[src/design/kmmh_pkg.sv]
// Shared types and constants for the keyed min/max history unit.
`default_nettype none

package kmmh_pkg;

  localparam int TABLE_DEPTH_DEF = 32;

  typedef enum logic {
    ACT_SAMPLE = 1'b0,
    ACT_CLEAR  = 1'b1
  } action_t;

  typedef struct packed {
    action_t            action;
    logic [31:0]        sensor_id;
    logic signed [31:0] reading;
    logic signed [31:0] given_min;
    logic signed [31:0] given_max;
  } req_t;

  typedef struct packed {
    logic               tracked;
    logic signed [31:0] min_out;
    logic signed [31:0] max_out;
  } rsp_t;

  // Lookup token walking down the cell row.
  typedef struct packed {
    logic               valid;
    logic               done;      // matched or appended somewhere upstream
    logic               appended;
    logic [31:0]        sensor_id;
    logic signed [31:0] reading;
    logic signed [31:0] given_min;
    logic signed [31:0] given_max;
    logic signed [31:0] min_val;
    logic signed [31:0] max_val;
  } tok_t;

  typedef enum logic [1:0] {
    ST_IDLE,
    ST_SEARCH,
    ST_HOLD
  } state_t;

endpackage

`default_nettype wire

[src/design/kmmh_cell.sv]
// One table entry: id, running min and max, and one stage of the lookup token path.
`default_nettype none

module kmmh_cell
  import kmmh_pkg::*;
#(
  parameter int INDEX  = 0,
  parameter int USED_W = 6
) (
  input  wire logic              clk,
  input  wire logic              rst,
  input  wire logic [USED_W-1:0] used,
  input  wire tok_t              tok_in,
  output tok_t                   tok_out
);

  logic [31:0]        ent_id;
  logic signed [31:0] ent_min;
  logic signed [31:0] ent_max;

  logic               is_live;
  logic               is_tail;
  logic               hit;
  logic               fill;
  logic signed [31:0] min_next;
  logic signed [31:0] max_next;
  tok_t               tok_next;

  always_comb begin
    is_live  = used > USED_W'(INDEX);
    is_tail  = used == USED_W'(INDEX);
    hit      = tok_in.valid && !tok_in.done && is_live && (ent_id == tok_in.sensor_id);
    // first unused entry takes a new id that found no match upstream
    fill     = tok_in.valid && !tok_in.done && is_tail;
    min_next = (tok_in.reading < ent_min) ? tok_in.reading : ent_min;
    max_next = (ent_max < tok_in.reading) ? tok_in.reading : ent_max;

    tok_next = tok_in;
    if (hit) begin
      tok_next.done    = 1'b1;
      tok_next.min_val = min_next;
      tok_next.max_val = max_next;
    end else if (fill) begin
      tok_next.done     = 1'b1;
      tok_next.appended = 1'b1;
      tok_next.min_val  = tok_in.reading;
      tok_next.max_val  = tok_in.reading;
    end
  end

  always_ff @(posedge clk) begin
    if (hit) begin
      ent_min <= min_next;
      ent_max <= max_next;
    end else if (fill) begin
      ent_id  <= tok_in.sensor_id;
      ent_min <= tok_in.reading;
      ent_max <= tok_in.reading;
    end
  end

  always_ff @(posedge clk) begin
    if (rst) begin
      tok_out.valid <= 1'b0;
    end else begin
      tok_out <= tok_next;
    end
  end

endmodule

`default_nettype wire

[config.mk]
export PLATFORM = sky130hd
export DESIGN_NAME = kmmh_cell
export DESIGN_NICKNAME = d
export VERILOG_FILES = /design/src/design/kmmh_pkg.sv /design/src/design/kmmh_cell.sv
export SDC_FILE = /design/constraint.sdc
export NUM_CORES = 1
export LEC_CHECK = 0
export BUFFER_PORTS_ARGS = -buffer_cell sky130_fd_sc_hd__buf_2
export CAP_MARGIN = 10
export CORE_MARGIN = 4
export CORE_UTILIZATION = 46
export CTS_CLUSTER_DIAMETER = 30
export CTS_CLUSTER_SIZE = 12
export DETAILED_ROUTE_END_ITERATION = 6
export PLACE_DENSITY = 0.76
export RECOVER_POWER = 50
export SYNTH_ARGS = -nofsm -noshare
export SYNTH_HDL_FRONTEND = slang
export SYNTH_SLANG_ARGS = --single-unit
export TNS_END_PERCENT = 30
[constraint.sdc]
create_clock -name clk -period 4.3 [get_ports clk]
set_clock_uncertainty 0.2 [all_clocks]
set_input_delay 0.215 -clock clk [delete_from_list [all_inputs] [get_ports clk]]
set_output_delay 0.215 -clock clk [all_outputs]
set_load 0.01 [all_outputs]
==> results.md <==
* Synth unique cells at 44
* Multi-input gate area at 3510 um^2
* Post-Syn Area at about 13000 um^2
* Vias at 9908
* Endpoint class of the critical path: register
* Final setup fails at 0
* Fin nets at 1707
* Unrepaired setup endpoints after global routing: no
* Largest net degree at the start of global routing at about 200
* Core area at 27000 um^2
* CTS sink count at slightly below 300
* Reg clk slew, reported paths at roughly 0.050 ns
* Num CTS Buffers at 67
* Routed Antenna Nets at 0
* Drt first pass iters at 5
* Clock root cell: clkbuf_16
* I/O Pins at 398
* Area growth syn-to-layout at 50.0%
* Worst slew margin at -0.893
* RD Place Congestion at 0.842
* Die ar. at 30100 um^2
* Fillers at 1869
* Max-cap violations at 1
* Port bufs at between 300 and 400
* Pwr dens at 478 nW/um^2
* WP data required at 4.39 ns
* Syn Inst Count at 795
* Fmax at 253 MHz
* Register area share after synthesis at 0.692
* Global route total overflow at 0
* Fin crit period at 3.95 ns
* Syn Nets at 1060
* Vias/cell at roughly 5.4
* DRT iter0 DRCs at 840
* Final Hold Fails at 0
* Crit Path Max Fanout at 44
* Failing checks: capacitance limit, slew limit
* Layout cells sized above 1 at 0.190
* Post-synth EDFFs at 290
* Initial antenna violation count at 5
* Worst Max-Slew Pin Slew at around 2.8 ns
* Top_reg_cell synth: edfxtp_1
* CTS tree: built
* Worst min-delay path class: in -> reg
* Dpl hpwl at 24300 um
* Total wire length at 40700 um
* Leakage power at roughly 0.0072 uW
* #FFs+latches synth at 291
* Starting Density at 0.468
* Startpoint types: input port
* Placed Instances at between 1500 and 2000
* Crit path arrival time at 4.04 ns
* Final Max Slew Viols at roughly 200
* Status: finished, violations left
* Hold Buf Count CTS at 196
* Post-DR wirelength/cell at 22.1 um
* Worst-case clock buffer depth at 3
* Synth warnings at 0
* Setup TNS at 0 ns
* # DRC at 0
* Clk Latency, worst-skew pair at 0.55 ns
* Part of the cycle the worst path needs at 0.919
* Post_cts resized at 0
* Kind of critical path: in -> reg
* GRT Total Usage at 0.261
* Fin cells at between 1500 and 2000
* Register area at between 8000 and 9000 um^2
* Row count at 60
* Postcts setup bufs at 0
* Mean cell area of the mapped netlist at 15.9 um^2
* Async SR Flop Fraction at 0
* Worst VDD drop at 413 uV
* Die X at 174 um
* Vias in the first global route at approximately 11000
* First-pass GRT wire length at around 61000 um
* Die height at 174 um
* Htree depth at 3
-- cell usage in the layout (no fill, tap or decap), types with 16 or more instances in the layout --
master | synthesis | layout
xor2_1 | 32 | 32
o221a_1 | 30 | 30
inv_1 | 67 | 66
buf_2 | 15 | 125
mux2i_1 | 32 | 32
a21oi_1 | 21 | 21
nor2_1 | 43 | 43
clkbuf_16 | 0 | 68
o22a_1 | 32 | 32
a221oi_1 | 32 | 32
edfxtp_1 | 290 | 290
mux2_2 | 33 | 33
nand2_1 | 17 | 16
dlygate4sd3_1 | 0 | 196
ha_1 | 62 | 62
clkbuf_1 | 12 | 284
-- critical path, cell delays in order --
cell and delay, ns:
dlygate4sd3_1 0.57, clkbuf_1 0.27, inv_1 0.12, ha_1 0.34, nand4_1 0.22, nor4_1 0.63
o21ai_0 0.22, a21oi_1 0.35, o311a_1 0.29, o221ai_4 0.11, buf_4 0.31, mux2_2 0.35
-- cells by family after synthesis --
kind of cell,count (synthesis),synth area share
AO/OA/AOI/OAI,148,0.100
XOR/XNOR,32,0.0222
adder cells (fa/ha/maj),62,0.0615
buffers and inverters,97,0.0321
flip-flops,291,0.692
multiplexers,65,0.0548
AND/OR/NAND/NOR,100,0.0373
-- synthesized netlist by cell type, drive strengths merged (4+ instances only) --
master / n / share of area
a221oi: 32 / 0.022
buf: 18 / 0.0086
clkbuf: 12 / 0.0036
a211o: 4 / 0.0028
nor2: 44 / 0.013
xor2: 32 / 0.022
nand4: 8 / 0.0040
a21o: 7 / 0.0042
o21ai: 5 / 0.0020
nand2: 17 / 0.0051
inv: 67 / 0.020
mux2: 33 / 0.029
nand2b: 4 / 0.0020
nor4: 10 / 0.0050
o221a: 32 / 0.029
a21oi: 21 / 0.0083
o22a: 32 / 0.022
ha: 62 / 0.061
nand3: 8 / 0.0032
mux2i: 32 / 0.025
edfxtp: 290 / 0.69
-- report_power, final --
part / total (uW) / internal [uW] / switching, uW
registers: 3370 / 3310 / 55.3
logic: 709 / 320 / 389
clock network: 4970 / 3290 / 1670
total: 9040 / 6930 / 2120
-- worst paths after layout --
kind / from / endpoint / slack [ns] / depth (start not counted)
max: tok_in[150] / ent_max[13]$_DFFE_PP_ / 0.35 / 12
min: tok_in[108] / tok_out[108]$_DFFE_PN_ / 0.18 / 2
max reg2reg: ent_max[23]$_DFFE_PP_ / ent_max[13]$_DFFE_PP_ / 0.56 / 9
min reg2reg: ent_min[27]$_DFFE_PP_ / ent_min[27]$_DFFE_PP_ / 0.42 / 2
-- final cells by class --
class,count,share of cell area
sequential,291,0.461
timing repair buffer,608,0.199
multi-input combinational,407,0.185
clock buffer,80,0.0923
clock inverter,40,0.0254
tap,341,0.0225
inverter,67,0.0135
antenna,5,0.000661
-- metrics by stage --
stage / hold WS, ns / power, uW / util / worst slack [ns] / area, um^2
6_report: 0.183 / 9040 / 0.702 / 0.347 / 18900
3_3_place_gp: 0.192 / 3980 / 0.560 / 0.626 / 15100
2_1_floorplan: 0.0866 / 3650 / - / 0.667 / 12600
5_1_grt: 0.175 / 9340 / 0.702 / 0.157 / 18900
3_5_place_dp: 0.193 / 3990 / 0.560 / 0.599 / 15100
4_1_cts: 0.0882 / 9080 / 0.715 / 0.582 / 19300
-- flip-flops by register name (all words and copies together) (netlist names) --
register  cells
ent_id       32
ent_max      32
ent_min      32
tok_out     195
-- routing by layer --
metal  global-route usage  wire, um  vias up  part of all wire
met5                    0         0        -                 0
met4                0.113      1620        0             0.040
met3               0.0672      3080       96             0.076
met2                0.463     20900      547              0.51
met1                0.299     15100     4804              0.37
li1                     -         -     4461                 -
Note: power is estimated with default switching activity, not from simulation.
